**src/sv/swfr_pkg.sv**
```systemverilog
// ----------------------------------------------------------------------------
// swfr_pkg
// Types, codes and helpers shared by the stop-and-wait frame receiver.
// ----------------------------------------------------------------------------
package swfr_pkg;

  // Defaults for the top-level parameters
  localparam int PAYLOAD_BYTES_DEF = 509;
  localparam int LENGTH_BITS_DEF   = 24;

  // Address field width in commands; covers frames up to 1024 bytes
  localparam int ADDR_BITS   = 10;
  localparam int QUEUE_DEPTH = 4;

  localparam int COUNT_BITS  = 9;
  localparam int MSGLEN_BITS = 24;

  localparam logic [7:0] CODE_ACK  = 8'h01;
  localparam logic [7:0] CODE_NAK  = 8'h02;
  localparam logic [7:0] FLAG_LAST = 8'h08;
  localparam logic [7:0] SUM_GOOD  = 8'hFF;
  localparam logic [7:0] SEQ_INIT  = 8'hFF;

  localparam logic OP_FRAME_BYTE = 1'b0;
  localparam logic OP_READ       = 1'b1;

  localparam logic KIND_VERDICT = 1'b0;
  localparam logic KIND_READ    = 1'b1;

  typedef struct packed {
    logic       operation;
    logic [7:0] data_byte;
    logic       frame_end;
    logic [8:0] read_index;
  } in_item_t;

  typedef struct packed {
    logic                   result_kind;
    logic [7:0]             reply_sum;
    logic [7:0]             reply_code;
    logic [7:0]             reply_seq;
    logic                   new_data;
    logic                   end_of_message;
    logic [COUNT_BITS-1:0]  payload_count;
    logic [MSGLEN_BITS-1:0] message_length;
    logic [7:0]             read_data;
  } out_item_t;

  // Command from the front end to the back end
  typedef struct packed {
    logic                 wr_en;
    logic [ADDR_BITS-1:0] wr_addr;
    logic [7:0]           wr_data;
    logic                 emit;
    logic                 rd_en;
    logic [ADDR_BITS-1:0] rd_addr;
    out_item_t            item;
  } cmd_t;

  // 8-bit add with end-around carry
  function automatic logic [7:0] fold_add(input logic [7:0] a, input logic [7:0] b);
    logic [8:0] t;
    t = {1'b0, a} + {1'b0, b};
    return t[7:0] + {7'd0, t[8]};
  endfunction

endpackage

```
**src/sv/swfr_queue.sv**
```systemverilog
// ----------------------------------------------------------------------------
// swfr_queue
// Small register FIFO with occupancy count.
// ----------------------------------------------------------------------------
module swfr_queue #(
  parameter type item_t = logic,
  parameter int  DEPTH  = swfr_pkg::QUEUE_DEPTH
) (
  input  logic                       clk,
  input  logic                       rst_n,
  input  logic                       push,
  input  item_t                      push_item,
  output logic                       full,
  input  logic                       pop,
  output item_t                      pop_item,
  output logic                       empty,
  output logic [$clog2(DEPTH+1)-1:0] count
);

  localparam int PTR_BITS = (DEPTH > 1) ? $clog2(DEPTH) : 1;
  localparam int CNT_BITS = $clog2(DEPTH + 1);

  item_t               slot_r [DEPTH];
  logic [PTR_BITS-1:0] wr_ptr_r, wr_ptr_nxt;
  logic [PTR_BITS-1:0] rd_ptr_r, rd_ptr_nxt;
  logic [CNT_BITS-1:0] count_r, count_nxt;
  logic                do_push, do_pop;

  assign full     = (count_r == CNT_BITS'(DEPTH));
  assign empty    = (count_r == '0);
  assign count    = count_r;
  assign pop_item = slot_r[rd_ptr_r];
  assign do_push  = push && !full;
  assign do_pop   = pop && !empty;

  always_comb begin
    wr_ptr_nxt = wr_ptr_r;
    rd_ptr_nxt = rd_ptr_r;
    count_nxt  = count_r;
    if (do_push) begin
      wr_ptr_nxt = (wr_ptr_r == PTR_BITS'(DEPTH - 1)) ? '0 : wr_ptr_r + 1'b1;
    end
    if (do_pop) begin
      rd_ptr_nxt = (rd_ptr_r == PTR_BITS'(DEPTH - 1)) ? '0 : rd_ptr_r + 1'b1;
    end
    if (do_push && !do_pop) begin
      count_nxt = count_r + 1'b1;
    end else if (do_pop && !do_push) begin
      count_nxt = count_r - 1'b1;
    end
  end

  always_ff @(posedge clk) begin
    if (!rst_n) begin
      wr_ptr_r <= '0;
      rd_ptr_r <= '0;
      count_r  <= '0;
    end else begin
      wr_ptr_r <= wr_ptr_nxt;
      rd_ptr_r <= rd_ptr_nxt;
      count_r  <= count_nxt;
    end
  end

  always_ff @(posedge clk) begin
    if (do_push) begin
      slot_r[wr_ptr_r] <= push_item;
    end
  end

endmodule

```
**src/sv/swfr_back.sv**
```systemverilog
// ----------------------------------------------------------------------------
// swfr_back
// Executes commands in order: writes the frame store, reads payload bytes
// and queues results for the output side.
// ----------------------------------------------------------------------------
module swfr_back #(
  parameter int PAYLOAD_BYTES = swfr_pkg::PAYLOAD_BYTES_DEF
) (
  input  logic                clk,
  input  logic                rst_n,
  input  logic                cmd_empty,
  input  swfr_pkg::cmd_t      cmd,
  output logic                cmd_pop,
  output logic                out_empty,
  input  logic                out_pop,
  output swfr_pkg::out_item_t out_data
);

  localparam int FRAME_BYTES = PAYLOAD_BYTES + 4;
  localparam int AW = $clog2(FRAME_BYTES);
  localparam int CNT_BITS = $clog2(swfr_pkg::QUEUE_DEPTH + 1);

  logic [7:0]          frame_mem [FRAME_BYTES];
  logic [7:0]          rdata_r;
  logic                s1_valid_r;
  logic                s1_rd_r;
  swfr_pkg::out_item_t s1_item_r;
  swfr_pkg::out_item_t res_item;
  logic [CNT_BITS-1:0] oq_count;
  logic                room;
  logic                issue;

  // Issue a result-bearing command only when the output queue has a free slot
  assign room    = ((oq_count + CNT_BITS'(s1_valid_r)) < CNT_BITS'(swfr_pkg::QUEUE_DEPTH));
  assign issue   = !cmd_empty && (!cmd.emit || room);
  assign cmd_pop = issue;

  always_ff @(posedge clk) begin
    if (issue && cmd.wr_en) begin
      frame_mem[cmd.wr_addr[AW-1:0]] <= cmd.wr_data;
    end
    if (issue && cmd.rd_en) begin
      rdata_r <= frame_mem[cmd.rd_addr[AW-1:0]];
    end
  end

  always_ff @(posedge clk) begin
    if (!rst_n) begin
      s1_valid_r <= 1'b0;
    end else begin
      s1_valid_r <= issue && cmd.emit;
    end
  end

  always_ff @(posedge clk) begin
    if (issue) begin
      s1_item_r <= cmd.item;
      s1_rd_r   <= cmd.rd_en;
    end
  end

  always_comb begin
    res_item = s1_item_r;
    if (s1_rd_r) begin
      res_item.read_data = rdata_r;
    end
  end

  swfr_queue #(
    .item_t (swfr_pkg::out_item_t),
    .DEPTH  (swfr_pkg::QUEUE_DEPTH)
  ) u_out_queue (
    .clk       (clk),
    .rst_n     (rst_n),
    .push      (s1_valid_r),
    .push_item (res_item),
    .full      (),
    .pop       (out_pop),
    .pop_item  (out_data),
    .empty     (out_empty),
    .count     (oq_count)
  );

endmodule

```
**config.mk**
```make
export PLATFORM = sky130hd
export DESIGN_NAME = swfr_back
export DESIGN_NICKNAME = d
export VERILOG_FILES = /design/src/sv/swfr_pkg.sv /design/src/sv/swfr_queue.sv /design/src/sv/swfr_back.sv
export SDC_FILE = /design/constraint.sdc
export NUM_CORES = 2
export LEC_CHECK = 0
export BUFFER_PORTS_ARGS = -buffer_cell sky130_fd_sc_hd__buf_2
export CORE_ASPECT_RATIO = 0.75
export CORE_MARGIN = 2
export CORE_UTILIZATION = 57
export DETAILED_ROUTE_END_ITERATION = 8
export PLACE_DENSITY_LB_ADDON = 0.12
export SLEW_MARGIN = 10
export SYNTH_ARGS = -nofsm -noshare
export SYNTH_HDL_FRONTEND = slang
export SYNTH_MEMORY_MAX_BITS = 65536
export SYNTH_SLANG_ARGS = --single-unit
```
**constraint.sdc**
```tcl
create_clock -name clk -period 11.7 [get_ports clk]
set_clock_uncertainty 0.1 [all_clocks]
set_input_delay 0.585 -clock clk [delete_from_list [all_inputs] [get_ports clk]]
set_output_delay 0.585 -clock clk [all_outputs]
set_load 0.01 [all_outputs]
```
# [Word level (Yosys, flattened, before mapping)]
# Memories as Yosys holds them, arrays and structs flattened. A register that Yosys moved wholly into a read port is not among the register bits.
# Index checks and enable logic that the tools add are counted.
[op_classes] n_reduce_logical=17 bitwise=0 add_sub_neg=5 multipliers=0 n_eq_ne=3 n_mux=11 shifts=0 div_mod_pow=0 n_lt_le_gt_ge=1
[ops] op="1-bit logical AND" n=8
[ops] op="2-bit 2-to-1 mux" n=4
[ops] op="8-bit 2-to-1 mux" n=1
[ops] op="1-bit logical NOT" n=6
[ops] op="3-bit 2-to-1 mux" n=2
[ops] op="2-bit by 1-bit adder with 2-bit output (second input constant)" n=2
[ops] op="2-bit == test (second input constant)" n=2
[ops] op="1-bit 2-to-1 mux" n=4
[ops] op="3-bit by 1-bit adder with 3-bit output" n=1
[ops] op="3-bit by 1-bit adder with 3-bit output (second input constant)" n=1
[ops] op="3-bit == test (second input constant)" n=1
[ops] op="3-bit logical NOT" n=1
[ops] op="3-bit less-than comparator (second input constant)" n=1
[ops] op="3-bit by 1-bit subtractor with 3-bit output (second input constant)" n=1
[ops] op="2-bit nonzero test" n=1
[ops] op="1-bit logical OR" n=1
[totals] output_inout_bits=70 latch_bits=0 reg_bits=77 romBits=0 n_memories=2 word_cells=53 input_bits=103 mem_bits_rw=4376
[mem_list] memory="frame_mem" words=513 word_bits=8 read_ports=1 rd_clocked_by_memory_dff=1 write_ports=1 line_no="swfr_back.sv:23" text="logic [7:0] frame_mem [FRAME_BYTES];"
[mem_list] memory="u_out_queue.slot_r" words=4 word_bits=68 read_ports=1 rd_clocked_by_memory_dff=1 write_ports=1 line_no="swfr_queue.sv:23" text="item_t slot_r [DEPTH];"

# [Logic depth before layout (Yosys ltp)]
[logic_depth] ltp_word=7 mapped_depth=14 depth_no_buf=8

# [Modules after synthesis]
# From an unflattened synthesis, not the netlist that was laid out.
[unflattened] cells_unflattened=7980 area_unflattened_um2=171888.6
[modules_own_cells] mod="swfr_back" instances=1 seq_area_each_um2=125570.4 cells_each=7573 area_per_inst_um2=161578.7
[modules_own_cells] mod="swfr_queue" instances=1 seq_area_each_um2=8348.0 cells_each=407 area_per_inst_um2=10309.9

# [Worst setup path before layout]
# OpenSTA, ideal clock, no wires.
[synth_timing] path_kind="register -> register" startpoint="register u_out_queue.count_r[0], in the netlist u_out_queue.count[0]" endpoint="memory frame_mem[416][0], enable pin" setup_time_ns=0.370 path_stages_with_launch=9 slack_ns=5.449 required_time_ns=11.230 t_arrival_ns=5.780 cell_sequence="dfxtp_1 -> nand3_1 -> xnor2_1 -> a21oi_1 -> and2_1 -> and3b_1 -> nand4b_1 -> clkbuf_1 -> nor2_1"
[synth_via] elab_chain_cells=7
[synth_lines] element="from (decl)" line_no="swfr_queue.sv:26" text="logic [CNT_BITS-1:0] count_r, count_nxt;"
[synth_lines] element="from (signal assigned)" line_no="swfr_queue.sv:61" text="count_r <= count_nxt;"
[synth_lines] element="3-bit by 1-bit adder with 3-bit output" line_no="swfr_back.sv:34" text="assign room = ((oq_count + CNT_BITS'(s1_valid_r)) < CNT_BITS'(swfr_pkg::QUEUE_DEPTH));"
[synth_lines] element="3-bit less-than comparator" line_no="swfr_back.sv:34"
[synth_lines] element="1-bit logical OR" line_no="swfr_back.sv:35" text="assign issue = !cmd_empty && (!cmd.emit || room);"
[synth_lines] element="1-bit logical AND" line_no="swfr_back.sv:35"
[synth_lines] element="named net cmd_pop" line_no="swfr_back.sv:13" text="output logic cmd_pop,"
[synth_lines] element="1-bit logical AND" line_no="swfr_back.sv:39" text="if (issue && cmd.wr_en) begin"
[synth_lines] element="1-bit 2-to-1 mux" line_no="swfr_back.sv:39"
[synth_lines] element="1-bit 2-to-1 mux (not written as such)" line_no="swfr_back.sv:40" text="frame_mem[cmd.wr_addr[AW-1:0]] <= cmd.wr_data;"
[synth_lines] element="to (decl)" line_no="swfr_back.sv:23"
# The timed path passes the listed nets, and every way through them passes these cells.

==> reports/metrics.cfg <==
[synth]
syn_area_mm2 = 0.1720
synth-edff-count = 4453
syn_inst = 7766
synth_flop_cell = edfxtp_1
synth_xor_area_share_pct = 0.01527
synth_warnings = 0
ys_types = 77
yosysSeqAreaShare_pct = 77.84
ys_seq_elements = 4463
synthAdderAreaFrac_pct = 0.05527
async_flop_share_pct = 0
synth_compound_area_share_pct = 1.798
synth_top_family_by_area = multiplexers
synth_mux_area_share_pct = 16.34
avgSynthCellArea_um2 = 22.15
synth-simple-area-share_pct = 2.430
syn_nets = 7876

[floorplan]
chipHeight_um = 479.8
start_util_pct = 57.34
rows = 174
num_io_pins = 173
design.core.area_mm2 = 0.3000
fp.dieW_um = 638.4
dieArea_mm2 = 0.3063

[cts]
cts_setup_buffers = 0
cts_buffers = 413
cts_root_buf = clkbuf_16
cts_tree = done
clock_sinks = 4463
cts-htree-levels = 5
worstSkewPairLatency_ns = 0.96
path_clk_slew_ns = 0.07
cts_buffer_depth = 4

[critical_path]
cp.required_ns = 12.27
cp-start-kind = input pin
cp_cell_sequence = buf_12 -> buf_12 -> buf_12 -> mux4_2 -> nand2_1 -> o221ai_1 -> o21ai_0 -> a41oi_1 -> nor3_1 -> o211ai_1
cpPeakStageDelay_ns = 0.81
path_buf_inv = 3
end_kind = flip-flop
cp_max_fo = 94
path_class = in -> reg
cpMaxStageDelayCell = nor3_1
cp_common_cell = buf_12
path_delay_family = buffers and inverters
arrival_ns = 5.47

[routing]
dr.pass1.iters = 8
post-route-drc-count = 0
wl_um = 458400
antenna_left = 0
drt_iter0_drc = 13190
viasPerCell = 6.833
vias = 85220
routedWlPerCell_um = 36.75

[place]
portBuffers = 172
place_congestion = 0.8467
place_ws_ns = 5.975
hpwl_um = 269100

[run_status]
status = finished with violations
violations = max-slew violations

[sta]
setup_viol = 0
setup_slack_ns = 6.804
slew_headroom_pct = -1.393
max_slew.worst_pin.slew_ns = 1.521
finalHoldViolCount = 0
fin_crit_ns = 4.896
hold_slack_ns = 0.01415
post-route-period-util_pct = 41.85
fmax_mhz = 204.2
drv_slew = 30
rsz0062_at_grt = no
setup_tns_ns = 0

[power]
power.static_leakage_nw = 59.17
power_mw = 32.95
vdd_drop_max_v = 0.0001470
p_per_area_mw_per_mm2 = 172.4

[global_route]
antenna_found_initial = 42
grtUsageTotal_pct = 30.08
grt_start_max_net_pins = 189
gr-total-overflow = 0
grt_pass1_wl_um = 644500
grt_pass1_vias = 82640

[layout]
ff_latch_area_mm2 = 0.1339
fillers = 19990
utilization_pct = 63.70
nNetsFinal = 8255
multi_input_area_mm2 = 0.03576
drive_above_1_share_pct = 25.22
syn2layout_area_growth_pct = 11.08

[hold_path]
hold_path_class = in -> reg

[flow_run]
maxCapViolations = 0

worst paths after layout:
kind                                     startpoint                                  end  slack (ns)  cells past startpoint
setup / recovery                            cmd[68]                 rdata_r[3]$_DFFE_PP_        6.80                     10
hold / removal                              cmd[86]          frame_mem[407][6]$_DFFE_PP_        0.01                      1
setup reg to reg  u_out_queue.count[0]$_SDFFE_PN0P_          frame_mem[100][3]$_DFFE_PP_        7.24                      8
hold reg to reg              res_item[34]$_DFFE_PN_  u_out_queue.slot_r[0][34]$_DFFE_PP_        0.40                      0
synth_stat cells (all sizes together) (11+ instances only):
master / n / area share (%)
o22ai: 63 / 0.23
a21oi: 49 / 0.14
nor2: 568 / 1.2
nand4: 13 / 0.047
a2111oi: 12 / 0.065
nor2b: 37 / 0.13
a311oi: 13 / 0.066
mux4: 1126 / 15
nand2: 221 / 0.48
a211oi: 32 / 0.14
and2: 25 / 0.091
clkbuf: 179 / 0.39
nand3: 53 / 0.15
edfxtp: 4453 / 78
a31oi: 29 / 0.11
nor3: 24 / 0.070
mux2: 26 / 0.17
a22oi: 56 / 0.24
and3: 12 / 0.044
o21ai: 37 / 0.11
mux2i: 245 / 1.4
a221oi: 11 / 0.056
o221ai: 46 / 0.23
buf: 284 / 1.1
report_power, final:
group | leakage [nW] | internal [mW] | switching, mW
sequential | 40.2 | 17.7 | 0.0771
combinational | 12.7 | 0.729 | 1.24
clock | 6.36 | 7.41 | 5.81
total | 59.2 | 25.8 | 7.13
cells in the final DEF (no fill, tap or decap), types with 32 or more instances in the layout:
cell type      instances
clkinv_1              85
bufinv_16             36
clkinv_2              80
a211oi_1              32
edfxtp_1            4453
mux2i_1              245
mux4_2              1126
buf_4                164
a22oi_1               56
buf_2                159
o221ai_1              46
diode_2               36
clkbuf_1              95
dlygate4sd3_1         74
a21oi_1               48
nor2b_1               33
clkbuf_16            423
o21ai_0               33
nor2_1               565
nand2_1              186
nand3_1               53
o22ai_1               63
through the flow:
step                      cells  instance area [µm²]
after global placement    11620               177200
after detailed placement  11620               177300
final                     12470               191100
after global routing      12440               191000
after CTS                 12440               191000
after floorplan            7766               172000
registers in the layout (all words and copies together), names as in the netlist, named ones only:
name / flops
s1_item_r: 8
res_item: 60
rdata_r: 8
u_out_queue.count: 3
u_out_queue.rd_ptr_r: 2
frame_mem: 4104
u_out_queue.wr_ptr_r: 2
u_out_queue.slot_r: 272
s1_rd_r: 1
s1_valid_r: 1
per-layer routing:
layer	track usage (%)	up-vias	part of all wire, %
li1	-	33480	-
met4	8.512	16	2.8
met2	43.01	5338	45
met1	46.06	45710	40
met5	0	-	0.021
met3	8.460	686	13
area by class of cell:
| type | count | share of cell area [%] |
|---|---|---|
| well taps | 3960 | 2.593 |
| inverters | 11 | 0.03077 |
| multi-input cells | 2829 | 18.71 |
| flip-flops and latches | 4463 | 70.08 |
| diodes | 36 | 0.04714 |
| clock inverters | 228 | 1.078 |
| repair buffers | 427 | 1.733 |
| clock buffers | 518 | 5.726 |
what timing repair did:
action | 4_1_cts | 5_1_grt
endpoints found under the hold margin | 134 | 0
resized for setup | 0 | 0
hold buffers | 74 | 0
cells by family after synthesis:
family | Yosys count
XOR/XNOR | 3
AND/OR/NAND/NOR | 993
AO/OA/AOI/OAI | 429
flip-flops | 4463
buffers and inverters | 474
multiplexers | 1397
adder cells (fa/ha/maj) | 7
Power figures use the tool's default switching activity.
