## src/sv/swfr_pkg.sv

```systemverilog
// ----------------------------------------------------------------------------
// swfr_pkg
// Types, codes and helpers shared by the stop-and-wait frame receiver.
// ----------------------------------------------------------------------------
package swfr_pkg;

  // Defaults for the top-level parameters
  localparam int PAYLOAD_BYTES_DEF = 509;
  localparam int LENGTH_BITS_DEF   = 24;

  // Address field width in commands; covers frames up to 1024 bytes
  localparam int ADDR_BITS   = 10;
  localparam int QUEUE_DEPTH = 4;

  localparam int COUNT_BITS  = 9;
  localparam int MSGLEN_BITS = 24;

  localparam logic [7:0] CODE_ACK  = 8'h01;
  localparam logic [7:0] CODE_NAK  = 8'h02;
  localparam logic [7:0] FLAG_LAST = 8'h08;
  localparam logic [7:0] SUM_GOOD  = 8'hFF;
  localparam logic [7:0] SEQ_INIT  = 8'hFF;

  localparam logic OP_FRAME_BYTE = 1'b0;
  localparam logic OP_READ       = 1'b1;

  localparam logic KIND_VERDICT = 1'b0;
  localparam logic KIND_READ    = 1'b1;

  typedef struct packed {
    logic       operation;
    logic [7:0] data_byte;
    logic       frame_end;
    logic [8:0] read_index;
  } in_item_t;

  typedef struct packed {
    logic                   result_kind;
    logic [7:0]             reply_sum;
    logic [7:0]             reply_code;
    logic [7:0]             reply_seq;
    logic                   new_data;
    logic                   end_of_message;
    logic [COUNT_BITS-1:0]  payload_count;
    logic [MSGLEN_BITS-1:0] message_length;
    logic [7:0]             read_data;
  } out_item_t;

  // Command from the front end to the back end
  typedef struct packed {
    logic                 wr_en;
    logic [ADDR_BITS-1:0] wr_addr;
    logic [7:0]           wr_data;
    logic                 emit;
    logic                 rd_en;
    logic [ADDR_BITS-1:0] rd_addr;
    out_item_t            item;
  } cmd_t;

  // 8-bit add with end-around carry
  function automatic logic [7:0] fold_add(input logic [7:0] a, input logic [7:0] b);
    logic [8:0] t;
    t = {1'b0, a} + {1'b0, b};
    return t[7:0] + {7'd0, t[8]};
  endfunction

endpackage

```

## src/sv/swfr_front.sv

```systemverilog
// ----------------------------------------------------------------------------
// swfr_front
// Accepts frame bytes and read requests, keeps the checksum and sequence
// state, decides the verdict and issues ordered commands to the back end.
// ----------------------------------------------------------------------------
module swfr_front #(
  parameter int PAYLOAD_BYTES = swfr_pkg::PAYLOAD_BYTES_DEF,
  parameter int LENGTH_BITS   = swfr_pkg::LENGTH_BITS_DEF
) (
  input  logic               clk,
  input  logic               rst_n,
  input  logic               in_push,
  input  swfr_pkg::in_item_t in_data,
  output logic               in_full,
  input  logic               cmd_full,
  output logic               cmd_push,
  output swfr_pkg::cmd_t     cmd
);

  localparam int FRAME_BYTES = PAYLOAD_BYTES + 4;
  localparam int PW = $clog2(FRAME_BYTES + 1);
  localparam int RW = ((PW > 9) ? PW : 9) + 1;
  localparam int CW = $clog2(PAYLOAD_BYTES + 1);
  localparam int NW = (CW > 8) ? CW : 8;
  localparam int LW = LENGTH_BITS;

  logic [PW-1:0] pos_r, pos_nxt;
  logic [PW-1:0] pad_r, pad_nxt;
  logic [7:0]    sum_r, sum_nxt;
  logic          over_r, over_nxt;
  logic [7:0]    flag_r, flag_nxt;
  logic [7:0]    seq_r, seq_nxt;
  logic [7:0]    len_r, len_nxt;
  logic [7:0]    last_seq_r, last_seq_nxt;
  logic [LW-1:0] total_r, total_nxt;
  logic          is_last_r, is_last_nxt;

  logic          accept;
  logic          in_range;
  logic [PW-1:0] pos_after;
  logic [7:0]    sum_after;
  logic          over_after;
  logic [7:0]    flag_cur, seq_cur, len_cur;
  logic [7:0]    flag_eff, seq_eff, len_eff;
  logic          good, new_frame, last_frame;
  logic [7:0]    code;
  logic [NW-1:0] count;
  logic [LW-1:0] base;
  logic [LW:0]   total_sum;
  logic [LW-1:0] total_sat;
  logic [PW-1:0] region;
  logic [RW-1:0] rd_addr;
  logic          rd_ok;

  assign accept  = in_push && !cmd_full;
  assign in_full = cmd_full;

  // Byte path
  assign in_range   = (pos_r < PW'(FRAME_BYTES));
  assign pos_after  = in_range ? pos_r + 1'b1 : pos_r;
  assign sum_after  = in_range ? swfr_pkg::fold_add(sum_r, in_data.data_byte) : sum_r;
  assign over_after = over_r | !in_range;
  assign flag_cur   = (in_range && pos_r == PW'(1)) ? in_data.data_byte : flag_r;
  assign seq_cur    = (in_range && pos_r == PW'(2)) ? in_data.data_byte : seq_r;
  assign len_cur    = (in_range && pos_r == PW'(3)) ? in_data.data_byte : len_r;

  // Header bytes beyond a short frame read as zero padding
  assign flag_eff = (pos_after > PW'(1)) ? flag_cur : 8'd0;
  assign seq_eff  = (pos_after > PW'(2)) ? seq_cur : 8'd0;
  assign len_eff  = (pos_after > PW'(3)) ? len_cur : 8'd0;

  // Verdict
  assign good       = (sum_after == swfr_pkg::SUM_GOOD);
  assign code       = good ? swfr_pkg::CODE_ACK : swfr_pkg::CODE_NAK;
  assign new_frame  = good && (seq_eff != last_seq_r);
  assign last_frame = (flag_eff == swfr_pkg::FLAG_LAST);

  always_comb begin
    if (!last_frame) begin
      count = NW'(PAYLOAD_BYTES);
    end else if (NW'(len_eff) > NW'(PAYLOAD_BYTES)) begin
      count = NW'(PAYLOAD_BYTES);
    end else begin
      count = NW'(len_eff);
    end
  end

  // Restart the total on the first delivery after a LAST frame
  assign base      = is_last_r ? '0 : total_r;
  assign total_sum = {1'b0, base} + (LW + 1)'(count);
  assign total_sat = total_sum[LW] ? {LW{1'b1}} : total_sum[LW-1:0];

  // Read path: written region covers the current frame and the last padded one
  assign region  = (pos_r > pad_r) ? pos_r : pad_r;
  assign rd_addr = ((flag_r == swfr_pkg::FLAG_LAST) ? RW'(4) : RW'(3))
                   + RW'(in_data.read_index);
  assign rd_ok   = (RW'(in_data.read_index) < RW'(PAYLOAD_BYTES))
                   && (rd_addr < RW'(region));

  always_comb begin
    pos_nxt      = pos_r;
    pad_nxt      = pad_r;
    sum_nxt      = sum_r;
    over_nxt     = over_r;
    flag_nxt     = flag_r;
    seq_nxt      = seq_r;
    len_nxt      = len_r;
    last_seq_nxt = last_seq_r;
    total_nxt    = total_r;
    is_last_nxt  = is_last_r;
    cmd          = '0;
    cmd_push     = 1'b0;

    if (accept) begin
      if (in_data.operation == swfr_pkg::OP_READ) begin
        cmd.emit             = 1'b1;
        cmd.rd_en            = rd_ok;
        cmd.rd_addr          = swfr_pkg::ADDR_BITS'(rd_addr);
        cmd.item.result_kind = swfr_pkg::KIND_READ;
        cmd_push             = 1'b1;
      end else begin
        cmd.wr_en   = in_range;
        cmd.wr_addr = swfr_pkg::ADDR_BITS'(pos_r);
        cmd.wr_data = in_data.data_byte;
        flag_nxt    = flag_cur;
        seq_nxt     = seq_cur;
        len_nxt     = len_cur;
        if (!in_data.frame_end) begin
          pos_nxt  = pos_after;
          sum_nxt  = sum_after;
          over_nxt = over_after;
        end else begin
          pos_nxt  = '0;
          sum_nxt  = '0;
          over_nxt = 1'b0;
          pad_nxt  = pos_after;
          if (!over_after) begin
            // Drop nothing: answer with a verdict
            flag_nxt                = flag_eff;
            seq_nxt                 = seq_eff;
            len_nxt                 = len_eff;
            cmd.emit                = 1'b1;
            cmd.item.result_kind    = swfr_pkg::KIND_VERDICT;
            cmd.item.reply_code     = code;
            cmd.item.reply_seq      = seq_eff;
            cmd.item.reply_sum      = ~swfr_pkg::fold_add(code, seq_eff);
            cmd.item.new_data       = new_frame;
            cmd.item.message_length = swfr_pkg::MSGLEN_BITS'(total_r);
            if (new_frame) begin
              last_seq_nxt            = seq_eff;
              is_last_nxt             = last_frame;
              total_nxt               = total_sat;
              cmd.item.end_of_message = last_frame;
              cmd.item.payload_count  = swfr_pkg::COUNT_BITS'(count);
              cmd.item.message_length = swfr_pkg::MSGLEN_BITS'(total_sat);
            end
          end
        end
        cmd_push = cmd.wr_en || cmd.emit;
      end
    end
  end

  always_ff @(posedge clk) begin
    if (!rst_n) begin
      pos_r      <= '0;
      pad_r      <= '0;
      sum_r      <= '0;
      over_r     <= 1'b0;
      flag_r     <= '0;
      seq_r      <= '0;
      len_r      <= '0;
      last_seq_r <= swfr_pkg::SEQ_INIT;
      total_r    <= '0;
      is_last_r  <= 1'b0;
    end else begin
      pos_r      <= pos_nxt;
      pad_r      <= pad_nxt;
      sum_r      <= sum_nxt;
      over_r     <= over_nxt;
      flag_r     <= flag_nxt;
      seq_r      <= seq_nxt;
      len_r      <= len_nxt;
      last_seq_r <= last_seq_nxt;
      total_r    <= total_nxt;
      is_last_r  <= is_last_nxt;
    end
  end

endmodule

```

## config.mk

```make
export PLATFORM = sky130hd
export DESIGN_NAME = swfr_front
export DESIGN_NICKNAME = d
export VERILOG_FILES = /design/src/sv/swfr_pkg.sv /design/src/sv/swfr_front.sv
export SDC_FILE = /design/constraint.sdc
export NUM_CORES = 1
export LEC_CHECK = 0
export ABC_AREA = 1
export ABC_CLOCK_PERIOD_IN_PS = 5580
export BUFFER_PORTS_ARGS = -buffer_cell sky130_fd_sc_hd__buf_2
export CORE_ASPECT_RATIO = 0.8
export CORE_MARGIN = 5
export CORE_UTILIZATION = 51
export CTS_BUF_LIST = sky130_fd_sc_hd__clkbuf_4
export DETAILED_ROUTE_END_ITERATION = 8
export PLACE_DENSITY = 0.84
export SLEW_MARGIN = 10
export SYNTH_ARGS = -nofsm -noshare
export SYNTH_HDL_FRONTEND = slang
export SYNTH_SLANG_ARGS = --single-unit
```

## constraint.sdc

```tcl
create_clock -name clk -period 5.58 [get_ports clk]
set_input_delay 0.279 -clock clk [delete_from_list [all_inputs] [get_ports clk]]
set_output_delay 0.279 -clock clk [all_outputs]
set_load 0.05 [all_outputs]
```

Word level (Yosys, flattened, before mapping)

Index checks and enable logic that the tools add are counted.
Widths: inputs -> output; s select.

Logic and storage cells: 87
Output and inout port bits: 101
Input bits: 23
Bits in registers: 86

Bitwise operators: 4
$lt $le $gt $ge: 8
Equality and inequality tests: 7
Add/sub/neg operators: 7
Multiplexer cells: 39
Reduce and logical (&&, ||, !) cells: 12

Operators with widths:

| kind                  | count |
|---|---|
| $mux 59               | 3 |
| $mux 8                | 14 |
| $mux 91               | 1 |
| $mux 24               | 2 |
| $mux 34               | 1 |
| $mux 10               | 3 |
| $add 24x9->25         | 1 |
| $eq 10x2->1 const B   | 2 |
| $gt 10x2->1 const B   | 2 |
| $mux 19               | 1 |
| $mux 9                | 2 |
| $add 8x1->8           | 2 |
| $eq 8x4->1 const B    | 2 |
| $mux 11               | 1 |
| $add 10x1->10 const B | 1 |
| $add 3x9->10          | 1 |
| $eq 10x1->1 const B   | 1 |
| $gt 10x1->1 const B   | 1 |
| $gt 10x10->1          | 1 |
| $lt 10x10->1          | 1 |
| $lt 10x10->1 const B  | 1 |
| $add 2x8->9           | 1 |
| $add 8x8->9           | 1 |
| $gt 8x9->1 const B    | 1 |
| other kinds (15)      | 30 |

Depth between registers and ports, before layout

Gate-level depths: netlist (run 1).

Depth in word-level cells: 14
Gate-level depth with buffers: 34
Depth with buffers taken out: 33

Least setup slack after synthesis (run 1)

No wires, ideal clock.

Kind: flip-flop to output port
Start point: register pos_r[0]
End point: output port cmd[11] in the netlist's numbering
Cell stages (with the launch flop): 30
Data arrival time: 5.380 ns
Slack: -0.079 ns
Buffers on the path: 2
Required time: 5.301 ns
Path through: dfxtp_1 > inv_1 > ha_1 > or2_0 > nand2_1 > nand2_1 > nand2_2 > nand2_2 > nor2_4 > nand2_1 > o21ai_1 > inv_1 > clkbuf_1 > nand2_1 > ha_1 > inv_1 > fa_1 > o21ai_0 > a21oi_1 > o21ai_0 > nand2_1 > nand2_1 > and3_1 > nand3_1 > clkinv_1 > buf_2 > nor2_1 > nand3_1 > nand2_1 > nor2_1

RTL lines:

| element                  | line              | RTL |
|---|---|---|
| start: declaration       | swfr_front.sv:27  | `logic [PW-1:0] pos_r, pos_nxt;` |
| start signal: assignment | swfr_front.sv:177 | `pos_r <= pos_nxt;` |
| end: declaration         | swfr_front.sv:17  | `output swfr_pkg::cmd_t cmd` |

==> results of run 1 <==
-- worst reg2reg max path, cell delays in order, from the launching register on --
cell and delay [ps]:
dfxtp_1 400, inv_2 130, nand2_2 80, nor2_4 160, nand4_1 170, buf_4 180, o21ai_0 250, nand4_1 160
nor3_2 200, o21ai_2 110, buf_4 160, nor2_1 140, inv_1 100, fa_1 480, o21ai_2 180, a21oi_1 110
o21ai_1 230, nand2_1 100, nand2_1 120, and3_4 230, nand3_4 120, buf_4 190, nand3_1 110, nor2_1 50
nor2_1 120
-- state kept, by name (all words and copies together) (netlist names) --
name	count
last_seq_r	8
is_last_r	1
flag_r	8
pad_r	10
over_r	1
pos_r	10
len_r	8
sum_r	8
seq_r	8
total_r	24
-- cells in the mapped netlist, types with 9 or more instances --
library cell  instances
ha_1                 50
inv_1               150
dfxtp_1              86
nand3_1             113
buf_4                16
nor3_1               14
nand2_2              11
o22ai_1               9
a21oi_1              99
clkbuf_1             26
nand4_1              16
buf_2                18
xor2_1               29
nor2_1              228
inv_2                 9
nand2_1             325
o21ai_0              52
-- final timing paths --
check / cells past startpoint / slack, ps / to / startpoint
hold / removal: 4 / 180 / sum_r[3] / in_data[9]
hold reg to reg: 2 / 470 / len_r[3] / len_r[3]
setup / recovery: 30 / 220 / cmd[64] / sum_r[3]
setup reg to reg: 24 / 1240 / total_r[20] / pos_r[3]
-- layout by cell type (no fill, tap or decap), types with 21 or more instances in the layout --
cell type	netlist	final
buf_2	18	84
buf_4	16	59
a21oi_1	99	95
ha_1	50	38
nand2_1	325	319
inv_1	150	147
dfxtp_1	86	82
o21ai_0	52	49
xor2_1	29	28
nand3_1	113	111
nor2_1	228	210
clkbuf_4	0	21
-- routing by layer --
layer / wire length (um) / vias up / global-route usage, %
li1: - / 4399 / -
met1: 10300 / 3895 / 33.5
met2: 9890 / 317 / 37.4
met3: 1680 / 40 / 4.20
met4: 491 / 0 / 7.21
met5: 0 / - / 0
-- layout make-up --
class,instances,area (um2)
Fill cell,1446,5920
Sequential cell,86,1730
Timing Repair Buffer,158,1000
Clock inverter,3,11.3
Timing Repair inverter,1,6.26
Clock buffer,13,97.6
Tap cell,189,236
Multi-Input combinational cell,1017,5400
Inverter,161,609
-- where the power goes --
| group | switching, mW | total, mW | internal (mW) | leakage (nW) |
|---|---|---|---|---|
| Sequential | 0.00244 | 0.618 | 0.615 | 0.696 |
| Clock | 0.224 | 0.332 | 0.108 | 0.0645 |
| Combinational | 0.157 | 0.221 | 0.0637 | 3.79 |
-- timing repair --
action	CTS	global route
gates resized for setup	26	79
setup endpoints to repair	24	32
setup buffers	10	7
pin swaps	8	33
cloned	0	1
-- logic make-up (layout without fill, tap and decap cells) --
| group | Yosys count | in the layout | synth area share (%) |
|---|---|---|---|
| adder cells (fa/ha/maj) | 54 | 54 | 9.04 |
| XOR/XNOR | 36 | 36 | 4.04 |
| AND/OR/NAND/NOR | 733 | 733 | 39.7 |
| AO/OA/AOI/OAI | 180 | 180 | 12.2 |
| other | 1 | 14 | 0.0480 |
| buffers and inverters | 231 | 336 | 12.8 |
| flip-flops | 86 | 86 | 22.1 |
==> flow_summary.ini, run 1 <==
[synth]
ys.flop_type = dfxtp_1
synth_cells = 1321
synthDominantCellAreaShare_pct = 22.1
synth-edff-count = 0
synth_area_per_cell_um2 = 5.91
synth_seq_area_share_pct = 22.1
synthTopCellsByArea = dfxtp_1 22%, nand2_1 16%, nor2_1 11%
synth-seq-cells = 86
synth_top_cell_by_area = dfxtp_1
yosysWarnings = 0
async_reset_ff_share_pct = 0
netlist_area_um2 = 7800
yosysUniqueCellTypes = 42

[cells_and_area]
design_area_um2 = 9090
final_util_pct = 60.6
nets = 1511
final_cells = 1628
n_antenna_cell = 0
syn2layout_area_growth_pct = 16.5
drive_above_1_share_pct = 18.8

[sta]
relSlewSlack_pct = 41.2
fmax_ghz = 0.187
fin_crit_ps = 5360
hold_ws_ps = 181
rsz0062_at_grt = true
fin_setup_tns_ps = 0
timing.final.hold_violations = 0
timing.final.ws_setup_ps = 220
tightestPinTransition_ps = 881
period_share_pct = 96.1
skew_ps = 8.60
finalSetupViolations = 0
slew_violations = 0

[die]
io_pins = 124
die_h_um = 121
core-area_um2 = 15000
rows = 40
die_area_um2 = 17900
die_w_um = 148
initial_core_util_pct = 52.0

[worst_hold_path]
holdCritPathClass = input pin to flop

[cts]
htreeDepth = 3
tritoncts = done
ctsHoldBuffers = 0
clk-insertion-delay-late_ps = 470
cts_buffers = 9
cts_root_buf = clkbuf_4
path_clk_slew_ps = 140
clockBufferDepth = 2
cts_num_sinks = 86

[global_routing]
gr-usage-all-layers_pct = 23.8
grt_pass1_wl_um = 36000
grt_antenna_before_repair = 0
grt_pass1_vias = 7682
gr-total-overflow = 0
grt_max_degree = 71

[place]
port_buffers = 109
dpl.hpwl_um = 16300
postPlaceCellArea_um2 = 8510
routabilityCongestion = 0.937
dp_slack_ps = 132
dp.cells = 1594

[power]
irDropWorstVdd_mv = 0.103
p_per_area_nw_per_um2 = 129
leakagePower_nw = 4.55
finalPower_mw = 1.17

[drt]
avgViaCountPerCell = 5.31
wl_per_cell_um = 13.7
vias = 8651
first_iter_violations = 759
ant_nets = 0
drt_pre_antenna_iters = 6
wl_um = 22400
route.detailed.drc = 0

[setup_path]
start_kind = flop
path_class = flop to output pin
cp_num_buf_inv = 7
critical_path_arrival_ps = 5080
worstPathRequired_ps = 5300
slowest_stage = dfxtp_4
cp_max_fo = 5
max_stage_delay_ps = 380
endpoint_kind = output pin
cp_common_cell = nor2_1
path_delay_family = adder cells

[run_status]
status = finished, final reports clean

[run]
cap_violations = 0
No activity file was read; power rests on OpenSTA's default activity.
==> run 2: changes to the inputs <==
--- a/config.mk
+++ b/config.mk
@@ -5,7 +5,6 @@
 export SDC_FILE = /design/constraint.sdc
 export NUM_CORES = 1
 export LEC_CHECK = 0
-export ABC_AREA = 1
 export ABC_CLOCK_PERIOD_IN_PS = 5580
 export BUFFER_PORTS_ARGS = -buffer_cell sky130_fd_sc_hd__buf_2
 export CORE_ASPECT_RATIO = 0.8
==> flow_summary.ini, run 2 <==
[place]
routabilityCongestion = 0.982
postPlaceCellArea_um2 = 8730
dpl.hpwl_um = 17100
port_buffers = 109
dp_slack_ps = -180

[drt]
first_iter_violations = 966
wl_um = 23200
ant_nets = 0
avgViaCountPerCell = 6.01
vias = 8156
drt_pre_antenna_iters = 6
wl_per_cell_um = 17.1
route.detailed.drc = 0

[synth]
synthTopCellsByArea = dfxtp_1 23%, ha_1 8.2%, nor2_1 7.3%
synth_top_cell_by_area = dfxtp_1
synth_common_cells = 148 x nor2_1, 92 x nand2_1, 86 x dfxtp_1, 69 x a21oi_1, 50 x ha_1
async_reset_ff_share_pct = 0
synth.most_common_cell = nor2_1
synth_area_per_cell_um2 = 7.46
synth-edff-count = 0
yosysUniqueCellTypes = 77
synthDominantCellAreaShare_pct = 22.6
ys.flop_type = dfxtp_1
synth_seq_area_share_pct = 22.6
yosysWarnings = 0
synth-seq-cells = 86
synth_cells = 1021
netlist_area_um2 = 7610

[cells_and_area]
reg_top3 = total_r x24, pad_r x10, pos_r x10
final_cell_mix = 139 x nor2_1, 93 x buf_2, 91 x nand2_1
final_util_pct = 62.7
nets = 1239
syn2layout_area_growth_pct = 22.0
layout_commonest_cell = nor2_1
n_antenna_cell = 0
design_area_um2 = 9290
largest_reg_flops = 24
drive_above_1_share_pct = 25.3
top_register = total_r

[sta]
fin_crit_ps = 5910
hold_ws_ps = 199
slew_violations = 0
tightestPinTransition_ps = 1040
period_share_pct = 106
finalSetupViolations = 5
timing.final.hold_violations = 0
rsz0062_at_grt = true
skew_ps = 14.4
timing.final.ws_setup_ps = -328
relSlewSlack_pct = 29.7
fmax_ghz = 0.169

[global_routing]
gr-total-overflow = 0
grtUsageMet2_pct = 39.2
grt_antenna_before_repair = 0
grt_pass1_wl_um = 37400
gr-usage-all-layers_pct = 25.3
grt_pass1_vias = 7675
grt.busiest_layer = met2
met1_usage_pct = 35.6
grt_max_degree = 72
use_met3_pct = 5.29

[run_status]
violations = setup timing
status = complete, but fails checks

[power]
finalPower_mw = 1.25
p_per_area_nw_per_um2 = 135
irDropWorstVdd_mv = 0.0819
leakagePower_nw = 3.96

[die]
rows = 40
die_h_um = 119
die_w_um = 147
die_area_um2 = 17500
initial_core_util_pct = 51.4
io_pins = 124
core-area_um2 = 14800

[setup_path]
reg2reg_slack_ps = 1150
cp_max_fo = 4
worstPathRequired_ps = 5300
r2r_end = total_r[9]
critical_path_arrival_ps = 5630
start_kind = flop
reg2regPathDepth = 20
endpoint_kind = output pin
worstReg2RegStart = pos_r[1]
path_class = flop to output pin

[worst_hold_path]
min-delay-start = rst_n
hold_depth = 2
holdCritPathClass = input pin to flop
holdPathEnd = last_seq_r[1]

[cts]
cts_root_buf = clkbuf_4
clockBufferDepth = 2
cts_num_sinks = 86
clk-insertion-delay-late_ps = 480
path_clk_slew_ps = 140
cts_buffers = 9
tritoncts = done
htreeDepth = 3

[run]
cap_violations = 0
-- run 2: cell count changes after synthesis, moves of 18 or more --
cell	previous run	this run
inv_1	150	41
mux2i_1	0	44
nand2_1	325	92
xnor2_1	7	35
nand3_1	113	16
and2_1	0	32
nor2_1	228	148
a22oi_1	0	30
clkbuf_1	26	44
nor2b_1	0	23
a21oi_1	99	69
-- run 2: kinds of logic after synthesis --
| logic type | share of synthesized area, % |
|---|---|
| AND/OR/NAND/NOR | 27.4 |
| AO/OA/AOI/OAI | 21.5 |
| buffers and inverters | 6.84 |
| flip-flops | 22.6 |
| adder cells (fa/ha/maj) | 9.27 |
| XOR/XNOR | 5.87 |
| multiplexers | 6.53 |
| other | 0.0493 |
-- run 2: metal layers --
metal	up-vias	wire, um	share of wire [%]
li1	3891	-	-
met2	414	10400	45
met1	3789	10100	43
met4	0	605	2.6
met5	-	0	0
met3	62	2180	9.4
-- run 2: cell type report --
| cell class | instances | area (um2) |
|---|---|---|
| clock buffer | 10 | 75.1 |
| clock inverter | 6 | 62.6 |
| fill | 1267 | 5530 |
| inverter | 42 | 160 |
| multi-input combinational | 835 | 5790 |
| sequential | 86 | 1730 |
| tap | 189 | 236 |
| timing repair buffer | 188 | 1230 |
-- run 2: worst max path at each step --
stage / start / end / slack (ps) / cells past startpoint
after global placement: in_data[10] / cmd[65] / -7 / 28
after global routing: sum_r[0] / cmd[65] / -630 / 27
after CTS: sum_r[0] / cmd[65] / -150 / 27
after detailed placement: in_data[10] / cmd[65] / -180 / 28
final: sum_r[0] / cmd[65] / -330 / 27
after floorplan: pos_r[0] / cmd[21] / 2 / 21
-- run 2: repair_timing --
item	CTS	global route
hold buffers	0	0
resized for setup	35	56
setup endpoints to repair	30	32
setup buffers	4	9
pin swaps	10	22
-- run 2: where the power goes --
part / internal [mW] / switching (mW)
clock network: 0.140 / 0.233
registers: 0.618 / 0.00355
logic: 0.0883 / 0.171
total: 0.846 / 0.407
-- run 2: worst max-delay path, cell delays in order (launching register included) --
cell and delay (ps):
dfxtp_2 370, ha_4 140, fa_2 210, a211oi_2 80, o21ai_1 200, a21oi_1 110, o21bai_1 150, ha_2 230
buf_6 120, o2111ai_4 120, nor4_4 360, nand3_1 210, xor2_2 310, a21oi_2 120, or2_4 260, inv_4 60
ha_4 130, inv_2 40, fa_2 330, or2_4 250, nor3_4 110, ha_2 220, ha_4 130, nor4b_4 190
and3b_1 220, xnor2_1 90, o21a_2 240, buf_8 150
-- run 2: stage by stage --
step / std cells / TNS, ps
after floorplan: 1034 / 0
after global placement: 1328 / -6.54
after detailed placement: 1328 / -419
after CTS: 1348 / -396
after global routing: 1356 / -2880
final: 1356 / -900
